`config.mk`:
```
export PLATFORM = sky130hd
export DESIGN_NAME = drive_command_arbiter_top
export DESIGN_NICKNAME = d
export VERILOG_FILES = /design/src/hw/rtl/dca_pkg.sv /design/src/hw/rtl/dca_cfg.sv /design/src/hw/rtl/dca_core.sv /design/src/hw/rtl/drive_command_arbiter_top.sv
export VERILOG_INCLUDE_DIRS = /design/src /design/src/hw/rtl
export SDC_FILE = /design/constraint.sdc
export NUM_CORES = 1
export LEC_CHECK = 0
export BUFFER_PORTS_ARGS = -buffer_cell sky130_fd_sc_hd__buf_2
export CAP_MARGIN = 20
export CORE_ASPECT_RATIO = 0.5
export CORE_UTILIZATION = 50
export CTS_BUF_LIST = sky130_fd_sc_hd__clkbuf_4 sky130_fd_sc_hd__clkbuf_8 sky130_fd_sc_hd__clkbuf_16
export CTS_CLUSTER_SIZE = 12
export DETAILED_ROUTE_END_ITERATION = 10
export MAX_ROUTING_LAYER = met4
export PLACE_DENSITY = 0.68
export SLEW_MARGIN = 20
export SYNTH_ARGS = -nofsm -noshare
export SYNTH_HDL_FRONTEND = slang
export SYNTH_HIERARCHICAL = 1
export SYNTH_SLANG_ARGS = --single-unit
```
`constraint.sdc`:
```
create_clock -name clk -period 11 [get_ports clk]
set_input_delay 0.55 -clock clk [delete_from_list [all_inputs] [get_ports clk]]
set_output_delay 0.55 -clock clk [all_outputs]
set_load 0.01 [all_outputs]
```
`src/hw/rtl/drive_command_arbiter_top_defines.svh`:
```
// Assertion macros for the drive command arbiter.
`ifndef DRIVE_COMMAND_ARBITER_TOP_DEFINES_SVH
`define DRIVE_COMMAND_ARBITER_TOP_DEFINES_SVH
`ifndef ASSERT_OFF
`define DCA_ASSERT(lbl, prop) \
  lbl: assert property (@(posedge clk) disable iff (!rst_n) prop) \
    else $error("drive command arbiter assertion failed");
`define DCA_ASSERT_RST(lbl, prop) \
  lbl: assert property (@(posedge clk) prop) \
    else $error("drive command arbiter reset assertion failed");
`else
`define DCA_ASSERT(lbl, prop)
`define DCA_ASSERT_RST(lbl, prop)
`endif
`endif

```
`src/hw/rtl/dca_pkg.sv`:
```
// Types and constants shared by the drive command arbiter modules.
`default_nettype none
package dca_pkg;

  localparam logic OP_TICK = 1'b0;
  localparam logic OP_LOAD = 1'b1;

  localparam logic [2:0] CFG_THR_ON      = 3'd0;
  localparam logic [2:0] CFG_THR_BRAKE   = 3'd1;
  localparam logic [2:0] CFG_STEER_ACT   = 3'd2;
  localparam logic [2:0] CFG_STEER_DEACT = 3'd3;
  localparam logic [2:0] CFG_NEUTRAL_THR = 3'd4;
  localparam logic [2:0] CFG_CENTER_STR  = 3'd5;
  localparam logic [2:0] CFG_QUIET_LIMIT = 3'd6;
  localparam logic [2:0] CFG_FWD_GAIN    = 3'd7;

  localparam logic [11:0] STEER_UPPER_LIMIT  = 12'd2400;
  localparam logic [12:0] CENTER_HALF_WINDOW = 13'd50;

  typedef enum logic [2:0] {
    ACT_HOLD   = 3'd0,
    ACT_HOST   = 3'd1,
    ACT_BRAKE  = 3'd2,
    ACT_STOP   = 3'd3,
    ACT_RC_FWD = 3'd4
  } action_t;

  typedef struct packed {
    logic        opcode;
    logic [11:0] throttle_us;
    logic [11:0] steer_us;
    logic [7:0]  speed_code;
    logic [7:0]  angle_code;
    logic [7:0]  light_bits;
  } in_item_t;

  typedef struct packed {
    logic [2:0]  drive_action;
    logic [7:0]  out_speed_code;
    logic [7:0]  out_angle_code;
    logic [11:0] esc_pulse_us;
    logic [11:0] servo_pulse_us;
    logic [7:0]  light_out;
    logic        rc_active;
    logic        rc_brake;
    logic        led_on;
  } out_item_t;

  typedef struct packed {
    logic [11:0] throttle_on_level;
    logic [11:0] throttle_brake_level;
    logic [11:0] steer_activate_level;
    logic [11:0] steer_deactivate_level;
    logic [11:0] neutral_throttle_us;
    logic [11:0] centered_steer_us;
    logic [15:0] quiet_tick_limit;
    logic [7:0]  forward_gain_q8;
  } cfg_regs_t;

endpackage
`default_nettype wire

```
`src/hw/rtl/dca_cfg.sv`:
```
// Configuration register file of the drive command arbiter.
`default_nettype none
module dca_cfg (
  input  wire logic              clk,
  input  wire logic              rst_n,
  input  wire logic              wr_en,
  input  wire logic [2:0]        wr_index,
  input  wire logic [15:0]       wr_data,
  output dca_pkg::cfg_regs_t     cfg
);

  dca_pkg::cfg_regs_t cfg_r, cfg_nxt;

  always_comb begin
    cfg_nxt = cfg_r;
    if (wr_en) begin
      case (wr_index)
        dca_pkg::CFG_THR_ON:      cfg_nxt.throttle_on_level      = wr_data[11:0];
        dca_pkg::CFG_THR_BRAKE:   cfg_nxt.throttle_brake_level   = wr_data[11:0];
        dca_pkg::CFG_STEER_ACT:   cfg_nxt.steer_activate_level   = wr_data[11:0];
        dca_pkg::CFG_STEER_DEACT: cfg_nxt.steer_deactivate_level = wr_data[11:0];
        dca_pkg::CFG_NEUTRAL_THR: cfg_nxt.neutral_throttle_us    = wr_data[11:0];
        dca_pkg::CFG_CENTER_STR:  cfg_nxt.centered_steer_us      = wr_data[11:0];
        dca_pkg::CFG_QUIET_LIMIT: cfg_nxt.quiet_tick_limit       = wr_data;
        dca_pkg::CFG_FWD_GAIN:    cfg_nxt.forward_gain_q8        = wr_data[7:0];
        default: ;
      endcase
    end
  end

  always_ff @(posedge clk) begin
    if (!rst_n) begin
      cfg_r.throttle_on_level      <= 12'd1000;
      cfg_r.throttle_brake_level   <= 12'd1300;
      cfg_r.steer_activate_level   <= 12'd1900;
      cfg_r.steer_deactivate_level <= 12'd1100;
      cfg_r.neutral_throttle_us    <= 12'd1500;
      cfg_r.centered_steer_us      <= 12'd1500;
      cfg_r.quiet_tick_limit       <= 16'd10;
      cfg_r.forward_gain_q8        <= 8'd51;
    end else begin
      cfg_r <= cfg_nxt;
    end
  end

  assign cfg = cfg_r;

endmodule
`default_nettype wire

```
`src/hw/rtl/dca_core.sv`:
```
// Arbitration state and single-pass decision logic for one item.
`default_nettype none
module dca_core #(
  parameter int MODE_HOLD_TICKS     = 20,
  parameter int CENTER_WINDOW_TICKS = 50,
  parameter int STOP_SPEED_CODE     = 0,
  parameter int CENTER_ANGLE_CODE   = 90,
  parameter int BACKWARD_GAIN_Q8    = 205
) (
  input  wire logic               clk,
  input  wire logic               rst_n,
  input  wire logic               item_fire,
  input  wire dca_pkg::in_item_t  item,
  input  wire dca_pkg::cfg_regs_t cfg,
  output dca_pkg::out_item_t      result
);

  localparam logic [7:0] HOLD_TICKS = 8'(MODE_HOLD_TICKS);
  localparam logic [7:0] WIN_TICKS  = 8'(CENTER_WINDOW_TICKS);
  localparam logic [7:0] STOP_SPEED = 8'(STOP_SPEED_CODE);
  localparam logic [7:0] CENTER_ANG = 8'(CENTER_ANGLE_CODE);
  localparam logic [7:0] BACK_GAIN  = 8'(BACKWARD_GAIN_Q8);

  typedef struct packed {
    logic [7:0]  stored_speed;
    logic [7:0]  stored_angle;
    logic [7:0]  stored_lights;
    logic        data_fresh;
    logic [15:0] quiet_ticks;
    logic [7:0]  above_count;
    logic [7:0]  below_count;
    logic [7:0]  center_window;
    logic        rc_mode_flag;
    logic        blink_phase;
    logic        led_level;
  } state_t;

  state_t st_r, st_nxt;

  logic [11:0] thr;
  logic [11:0] steer;
  logic        thr_on;
  logic        near_center;
  logic        thr_up;
  logic [11:0] thr_diff;
  logic [7:0]  gain_sel;
  logic [19:0] gain_prod;
  logic [11:0] esc_pulse;

  assign thr   = item.throttle_us;
  assign steer = item.steer_us;
  assign thr_on = thr > cfg.throttle_on_level;
  assign near_center = (({1'b0, steer} + dca_pkg::CENTER_HALF_WINDOW) >
                        {1'b0, cfg.centered_steer_us}) &&
                       ({1'b0, steer} <
                        ({1'b0, cfg.centered_steer_us} + dca_pkg::CENTER_HALF_WINDOW));

  // Throttle attenuation around neutral: one shared multiplier, gain by direction.
  assign thr_up   = thr > cfg.neutral_throttle_us;
  assign thr_diff = thr_up ? (thr - cfg.neutral_throttle_us)
                           : (cfg.neutral_throttle_us - thr);
  assign gain_sel = thr_up ? cfg.forward_gain_q8 : BACK_GAIN;
  assign gain_prod = thr_diff * gain_sel;
  assign esc_pulse = thr_up ? (cfg.neutral_throttle_us + gain_prod[19:8])
                            : (cfg.neutral_throttle_us - gain_prod[19:8]);

  always_comb begin
    st_nxt = st_r;
    result = '0;
    if (item.opcode == dca_pkg::OP_LOAD) begin
      st_nxt.stored_speed  = item.speed_code;
      st_nxt.stored_angle  = item.angle_code;
      st_nxt.stored_lights = item.light_bits;
      st_nxt.data_fresh    = 1'b1;
    end else begin
      if (thr_on) begin
        st_nxt.led_level = st_r.rc_mode_flag;
        if (st_r.center_window == 8'd0) begin
          if (!st_r.rc_mode_flag && steer > cfg.steer_activate_level &&
              steer < dca_pkg::STEER_UPPER_LIMIT) begin
            if (st_r.above_count < HOLD_TICKS) begin
              st_nxt.above_count = st_r.above_count + 8'd1;
            end else begin
              st_nxt.center_window = WIN_TICKS;
            end
          end else if (st_r.rc_mode_flag && steer < cfg.steer_deactivate_level) begin
            if (st_r.below_count < HOLD_TICKS) begin
              st_nxt.below_count = st_r.below_count + 8'd1;
            end else begin
              st_nxt.center_window = WIN_TICKS;
            end
          end
        end else begin
          st_nxt.above_count = 8'd0;
          st_nxt.below_count = 8'd0;
          st_nxt.blink_phase = !st_r.blink_phase;
          st_nxt.led_level   = !st_r.blink_phase;
          if (near_center) begin
            st_nxt.rc_mode_flag  = !st_r.rc_mode_flag;
            st_nxt.center_window = 8'd0;
          end else begin
            st_nxt.center_window = st_r.center_window - 8'd1;
          end
        end
        if (steer >= cfg.steer_deactivate_level) begin
          st_nxt.below_count = 8'd0;
        end
        if (steer <= cfg.steer_activate_level) begin
          st_nxt.above_count = 8'd0;
        end
      end

      if (thr_on && st_nxt.rc_mode_flag) begin
        result.drive_action   = dca_pkg::ACT_RC_FWD;
        result.esc_pulse_us   = esc_pulse;
        result.servo_pulse_us = steer;
        result.rc_active      = 1'b1;
      end else if (thr >= cfg.throttle_on_level && thr <= cfg.throttle_brake_level) begin
        result.drive_action   = dca_pkg::ACT_BRAKE;
        result.out_speed_code = STOP_SPEED;
        result.out_angle_code = st_r.stored_angle;
        result.rc_brake       = 1'b1;
      end else if (st_r.data_fresh) begin
        result.drive_action   = dca_pkg::ACT_HOST;
        result.out_speed_code = st_r.stored_speed;
        result.out_angle_code = st_r.stored_angle;
        result.light_out      = st_r.stored_lights;
        st_nxt.data_fresh     = 1'b0;
        st_nxt.quiet_ticks    = 16'd0;
      end else if (st_r.quiet_ticks > cfg.quiet_tick_limit) begin
        result.drive_action   = dca_pkg::ACT_STOP;
        result.out_speed_code = STOP_SPEED;
        result.out_angle_code = CENTER_ANG;
        st_nxt.stored_speed   = STOP_SPEED;
        st_nxt.stored_angle   = CENTER_ANG;
      end else begin
        result.drive_action = dca_pkg::ACT_HOLD;
        if (st_r.quiet_ticks != 16'hFFFF) begin
          st_nxt.quiet_ticks = st_r.quiet_ticks + 16'd1;
        end
      end
      result.led_on = st_nxt.led_level;
    end
  end

  always_ff @(posedge clk) begin
    if (!rst_n) begin
      st_r.stored_speed  <= STOP_SPEED;
      st_r.stored_angle  <= CENTER_ANG;
      st_r.stored_lights <= 8'd0;
      st_r.data_fresh    <= 1'b0;
      st_r.quiet_ticks   <= 16'd0;
      st_r.above_count   <= 8'd0;
      st_r.below_count   <= 8'd0;
      st_r.center_window <= 8'd0;
      st_r.rc_mode_flag  <= 1'b0;
      st_r.blink_phase   <= 1'b0;
      st_r.led_level     <= 1'b0;
    end else if (item_fire) begin
      st_r <= st_nxt;
    end
  end

endmodule
`default_nettype wire

```
`src/hw/rtl/drive_command_arbiter_top.sv`:
```
// Drive command arbiter top level: input register, decision logic, result register.
// A tick item passes through the input register and then the result register; a load
// item gives no result and updates the stored host data in the cycle after accept.
// Throughput: one item per cycle, limited only by the single result register draining.
// Reset: synchronous active-low rst_n clears both valid flags, the arbitration
// state and the configuration registers to their documented defaults.
`default_nettype none
`include "drive_command_arbiter_top_defines.svh"
module drive_command_arbiter_top #(
  parameter int MODE_HOLD_TICKS     = 20,
  parameter int CENTER_WINDOW_TICKS = 50,
  parameter int STOP_SPEED_CODE     = 0,
  parameter int CENTER_ANGLE_CODE   = 90,
  parameter int BACKWARD_GAIN_Q8    = 205
) (
  input  wire logic              clk,
  input  wire logic              rst_n,
  // item input channel
  input  wire logic              in_valid,
  output logic                   in_ready,
  input  wire dca_pkg::in_item_t in_data,
  // result channel
  output logic                   out_valid,
  input  wire logic              out_ready,
  output dca_pkg::out_item_t     out_data,
  // configuration write channel
  input  wire logic              cfg_valid,
  output logic                   cfg_ready,
  input  wire logic [2:0]        cfg_index,
  input  wire logic [15:0]       cfg_data
);

  dca_pkg::cfg_regs_t cfg;
  dca_pkg::in_item_t  item_r;
  dca_pkg::out_item_t out_r;
  dca_pkg::out_item_t result;
  logic               item_vld_r;
  logic               out_vld_r;
  logic               item_vld_nxt;
  logic               out_vld_nxt;
  logic               item_fire;
  logic               tick_fire;

  // Config writes take effect in the cycle after cfg_valid; always ready.
  assign cfg_ready = 1'b1;

  dca_cfg u_cfg (
    .clk      (clk),
    .rst_n    (rst_n),
    .wr_en    (cfg_valid),
    .wr_index (cfg_index),
    .wr_data  (cfg_data),
    .cfg      (cfg)
  );

  // Advance the held item when it is a load (no result slot needed) or the
  // result register is empty or being drained this cycle.
  assign item_fire = item_vld_r &&
                     (item_r.opcode == dca_pkg::OP_LOAD || !out_vld_r || out_ready);
  assign tick_fire = item_fire && item_r.opcode == dca_pkg::OP_TICK;

  // Take a new item whenever the input register empties this cycle.
  assign in_ready = !item_vld_r || item_fire;

  dca_core #(
    .MODE_HOLD_TICKS     (MODE_HOLD_TICKS),
    .CENTER_WINDOW_TICKS (CENTER_WINDOW_TICKS),
    .STOP_SPEED_CODE     (STOP_SPEED_CODE),
    .CENTER_ANGLE_CODE   (CENTER_ANGLE_CODE),
    .BACKWARD_GAIN_Q8    (BACKWARD_GAIN_Q8)
  ) u_core (
    .clk       (clk),
    .rst_n     (rst_n),
    .item_fire (item_fire),
    .item      (item_r),
    .cfg       (cfg),
    .result    (result)
  );

  always_comb begin
    item_vld_nxt = item_vld_r;
    if (in_ready) begin
      item_vld_nxt = in_valid;
    end
    out_vld_nxt = out_vld_r;
    if (tick_fire) begin
      out_vld_nxt = 1'b1;
    end else if (out_ready) begin
      out_vld_nxt = 1'b0;
    end
  end

  always_ff @(posedge clk) begin
    if (!rst_n) begin
      item_vld_r <= 1'b0;
      out_vld_r  <= 1'b0;
    end else begin
      item_vld_r <= item_vld_nxt;
      out_vld_r  <= out_vld_nxt;
    end
  end

  // Payload registers: capture on accept, hold otherwise.
  always_ff @(posedge clk) begin
    if (in_ready && in_valid) begin
      item_r <= in_data;
    end
    if (tick_fire) begin
      out_r <= result;
    end
  end

  assign out_valid = out_vld_r;
  assign out_data  = out_r;

  // A tick that advances always fills the result register.
  `DCA_ASSERT(a_tick_fills_result, tick_fire |=> out_vld_r)
  // A load never creates a result; the register only holds or drains.
  `DCA_ASSERT(a_load_no_result,
    (item_fire && item_r.opcode == dca_pkg::OP_LOAD) |=>
      (out_vld_r == ($past(out_vld_r) && !$past(out_ready))))
  // Input stalls only behind a held item blocked by a full, unread result.
  `DCA_ASSERT(a_stall_cause, !in_ready |-> (item_vld_r && out_vld_r && !out_ready))
  // Both valid flags are clear right after reset.
  `DCA_ASSERT_RST(a_reset_clear, !$past(rst_n) |-> (!item_vld_r && !out_vld_r))

endmodule
`default_nettype wire
```
Yosys cells after proc, flatten, opt, wreduce, memory -nomap -nowiden
Cells that the tools add are included.
- bits in registers: 269
- input bits: 73
- output and inout bits: 57
- word-level logic and storage cells: 170
- add/sub/neg operators: 10
- multiply operators: 1
- magnitude comparators: 14
- eq/ne operators: 21
- muxes and demuxes: 39
- bitwise logic cells: 4
- reductions and logical operators: 43
- operators by type and width (kind ; count):
    $mux 16 ; 9
    $mux 8 ; 11
    $mux 27 ; 2
    $mux 19 ; 2
    $gt 12x12->1 ; 3
    $sub 12x12->12 ; 3
    $mux 17 ; 2
    $ne 4x4->1 const B ; 8
    $add 12x6->13 const B ; 2
    $ge 12x12->1 ; 2
    $le 12x12->1 ; 2
    $mux 12 ; 2
    $mux 24 ; 1
    $mul 12x8->20 ; 1
    $reduce_and 2->1 ; 10
    $reduce_and 6->1 ; 3
    $add 16x1->16 const B ; 1
    $add 8x1->8 const B ; 2
    $gt 16x16->1 ; 1
    $lt 8x5->1 const B ; 2
    $ne 16x16->1 const B ; 1
    $gt 13x12->1 ; 1
    $lt 12x13->1 ; 1
    $add 12x12->12 ; 1
    other kinds (25) ; 59

Logic depth before layout (Yosys ltp)
- word-level depth: 11
- mapped depth: 40

Hierarchy
Netlist, hierarchy kept.
- by module, submodules not included (module ; times used ; cells each ; area each (um^2)):
    dca_core ; 1 ; 1520 ; 11641.2
    dca_cfg ; 1 ; 352 ; 3698.5
    drive_command_arbiter_top ; 1 ; 116 ; 3208.1

Worst setup path after synthesis
Ideal clock, no wire load.
- kind: register to register
- start point: register item_r[45] (netlist name)
- end point: register out_r (netlist bit out_data[34]) (data pin)
- setup time: 0.148 ns
- data arrival time: 8.972 ns
- setup slack: 1.880 ns
- stages on the path, launching flop included: 39
- buffers on the path: 4
- clock period less this slack: 9.120 ns
- cell sequence: edfxtp_1 -> ha_1 -> buf_2 -> nand3_1 -> nor2_1 -> a41oi_2 -> a21oi_2 -> buf_2 -> mux2i_1 -> o2bb2ai_1 -> a41oi_2 -> buf_4 -> nand2_2 -> nor2_1 -> fa_1 -> fa_1 -> fa_1 -> inv_1 -> (+3 left out) -> clkbuf_1 -> and3_1 -> a211o_1 -> a21o_1 -> a221o_1 -> a31oi_1 -> nor2b_1 -> or3_1 -> o22ai_1 -> xnor2_1 -> ha_1 -> nand3_1 -> nand2_1 -> a41o_1 -> o41ai_1 -> xnor3_1 -> or2_0 -> mux2i_1
- word-level cells in the longest chain between the ends: 6
- ends and longest elaborated chain (what ; RTL line ; RTL):
    start, declared ; drive_command_arbiter_top.sv:34 ; dca_pkg::in_item_t item_r;
    start signal, assigned ; drive_command_arbiter_top.sv:106 ; item_r <= in_data;
    parallel branches: the longest is 6 deep, another holds $mul 12x8->20 ; n/a ;
    end signal, assigned ; drive_command_arbiter_top.sv:109 ; out_r <= result;
    end, declared ; drive_command_arbiter_top.sv:35 ; dca_pkg::out_item_t out_r;
Several ways; the timed one is not identified. The select of a mux whose other input is x is not followed.
A chain may end at the register's enable or synchronous reset.

Worst setup path after layout
- start point: register item_r[44] (netlist name)
- end point: register out_r (netlist bit out_data[34]) (data pin)
Same word-level chain as after synthesis.

==> out/qor.yml <==
hold_path:
  hold_depth: 1
  hold_end: "item_r[7]$_DFFE_PP_"
  min_from: "in_data[7]"
  min_path_type: "input pin to flip-flop"
finish:
  finish.instance_area_um2: 20500
  diodes: 0
  layout-drive-gt1-share: 0.114
  fin_nets: 2382
  fill_cells: 3226
  area_delta_synth_final_pct: 10.8
critical_path:
  slowest_stage: "ha_1"
  critPathMaxStageDelay_ns: 0.56
  rr_endpoint: "out_data[34]$_DFFE_PP_"
  cp_max_fo: 12
  end_kind: "flip-flop"
  ff2ff_path_depth: 34
  r2r_slack_ns: 0.60
  cpMostUsedCell: "fa_1"
  worst_setup_path_start_kind: "flip-flop"
  rr_startpoint: "item_r[44]$_DFFE_PP_"
  arrival_ns: 10.79
  critical_path_class: "flip-flop to flip-flop"
  cp.required_ns: 11.39
sta:
  timing.final.crit_period_ns: 10.40
  setup_viol: 0
  min_period_over_period: 0.946
  finClkSkew_ns: 0.00964
  worstMarginPinSlew_ns: 1.07
  max_freq_ghz: 0.0961
  timing.final.ws_setup_ns: 0.596
  drv_slew: 0
  setup-tns-final_ns: 0
  hold_viol_final: 0
  rsz0062_at_grt: "false"
  max_slew_margin: 0.286
clock_tree:
  clk_latency_ns: 0.54
  cts_max_level: 1
  cts.reportedPaths.clkPinSlew_ns: 0.06
  clk_path_buf_depth: 3
  tritoncts: "yes"
  numCtsBuffers: 28
  clockRootBuffer: "clkbuf_16"
  cts_sinks: 269
grt:
  grt_pass1_vias: 14200
  grt_pass1_wl_um: 75700
  overflow: 0
  grt_max_degree: 66
  grt_usage: 0.257
  antenna_found_initial: 1
floorplan:
  fp-row-count: 49
  fp.dieH_um: 138
  start_util: 0.512
  die_area_um2: 37900
  io_pins: 130
  chipWidth_um: 274
  core-area_um2: 36200
power_and_ir_drop:
  cellLeakagePower_nw: 9.39
  max-vdd-ir-drop_uv: 548
  total_power_mw: 6.95
  p_per_area_nw_per_um2: 338
synthesis:
  ys.flop_type: "dfxtp_1"
  syn_area_um2: 18500
  avgSynthCellArea_um2: 9.33
  ys_ff_latch: 269
  yosys_warnings: 6
  ys_seq_area_frac: 0.346
  synthCells: 1988
  synth_cell_types: 89
  synth_fp_nets: 2288
  synth_edf_count: 103
  synthArstFlopShare: 0
place:
  dp_slack_ns: 0.568
  gp_congestion: 0.944
  portBuffers: 128
  placed_cell_area_um2: 19600
  hpwl_um: 35300
job:
  max_cap_viol_count: 0
route:
  drc_errors: 0
  firstDrtPassIters: 5
  vias: 14600
  wl_per_cell_um: 18.2
  vias_per_cell: 5.65
  ant_nets: 0
  drt-initial-drc-count: 1085
  routed_wirelength_um: 47100
outcome:
  status: "complete, no violations"
## synthesized netlist by cell type, types with 11 or more instances
cell,number,area (um^2)
a211oi_1,12,90.1
a21o_1,30,225
a21oi_1,75,375
a22o_1,13,114
a311o_1,15,150
a31oi_1,18,113
and2_1,37,231
and3_1,36,225
buf_2,19,95.1
clkbuf_1,61,229
dfxtp_1,166,3320
edfxtp_1,103,3090
fa_1,62,1240
ha_1,165,2060
inv_1,199,747
mux2i_1,110,1100
nand2_1,142,533
nand2b_1,22,138
nand3_1,50,250
nand4_1,22,138
nand4b_1,11,96.3
nor2_1,175,657
nor2b_1,73,457
nor3_1,48,240
nor4_1,13,81.3
o211ai_1,13,97.6
o21a_1,19,143
o21ai_0,38,190
or3_1,12,75.1
xnor2_1,34,298
xor2_1,15,131
## report_power, final
part | total, mW | internal [mW] | switching [mW]
registers | 1.09 | 1.07 | 0.0257
clock network | 0.924 | 0.544 | 0.380
logic | 4.93 | 2.01 | 2.92
## registers in the layout, summed over array words and instances (netlist names)
register	cells
out_valid	1
u_core/st_r	68
out_data	54
item_r	49
u_cfg/cfg	96
item_vld_r	1
## cells in the final DEF, fill, tap and decap left out, drive strengths merged, types with 22 or more instances in the layout
cell type,n
a21o,30
a21oi,76
and2,37
and3,36
buf,155
clkbuf,47
dfxtp,166
edfxtp,103
fa,62
ha,165
inv,199
mux2i,110
nand2,143
nand2b,22
nand3,50
nand4,22
nor2,175
nor2b,73
nor3,48
o21ai,41
xnor2,34
## routing by layer
metal | track usage | vias up | share of wire
li1 | - | 7202 | -
met1 | 0.333 | 7047 | 0.45
met2 | 0.434 | 291 | 0.49
met3 | 0.0207 | 80 | 0.032
met4 | 0.0646 | 0 | 0.024
met5 | - | - | 0
## kinds of logic after synthesis
family / share of synthesized area
compound gates: 0.129
fa+ha+maj: 0.178
xor+xnor: 0.0252
mux: 0.0612
buf+inv: 0.0620
flops: 0.346
other cells: 0.000202
simple gates: 0.198
## metrics by stage
| step | utilization | instances | hold WS, ns |
|---|---|---|---|
| after global placement | 0.541 | 2535 | 0.417 |
| after CTS | 0.567 | 2588 | 0.166 |
| after detailed placement | 0.542 | 2536 | 0.423 |
| after floorplan | - | 1988 | 0.409 |
| final | 0.567 | 2588 | 0.189 |
| after global routing | 0.567 | 2588 | 0.169 |
## what timing repair did
action                                  4_1_cts  5_1_grt
endpoints found under the setup margin        0        1
hold buffers                                  0        0
resized for setup                             0        3
buffers inserted                              0        0
## how the worst max path moves through the flow
stage,startpoint,end,slack [ns],depth (start not counted)
2_1_floorplan,item_r[45]$_DFFE_PP_,out_data[34]$_DFFE_PP_,1.88,38
3_3_place_gp,item_r[46]$_DFFE_PP_,out_data[34]$_DFFE_PP_,0.71,35
3_5_place_dp,item_r[46]$_DFFE_PP_,out_data[34]$_DFFE_PP_,0.57,35
4_1_cts,item_r[46]$_DFFE_PP_,out_data[34]$_DFFE_PP_,0.52,35
5_1_grt,u_cfg/cfg[44]$_SDFFE_PN1P_,out_data[34]$_DFFE_PP_,0.01,36
6_report,item_r[44]$_DFFE_PP_,out_data[34]$_DFFE_PP_,0.60,34
## cell type report
| class | instances | area [um^2] | share of cell area |
|---|---|---|---|
| Clock buffer | 47 | 880 | 0.0428 |
| Clock inverter | 5 | 30.0 | 0.00146 |
| Inverter | 199 | 747 | 0.0364 |
| Multi-Input combinational cell | 1429 | 11000 | 0.536 |
| Sequential cell | 269 | 6420 | 0.312 |
| Tap cell | 484 | 606 | 0.0295 |
| Timing Repair Buffer | 155 | 853 | 0.0415 |
## worst max-delay path: cells and delay by family (launching register included)
family / cells / cell delay, ns
buffers and inverters: 3 / 0.34
adders and majority gates: 7 / 3.42
DFF: 1 / 0.45
AOI/OAI and AO/OA: 11 / 2.91
muxes: 2 / 0.55
xor gates and xnor gates: 3 / 1.19
and+or+nand+nor: 8 / 1.40
No activity file was read; power rests on OpenSTA's default activity.
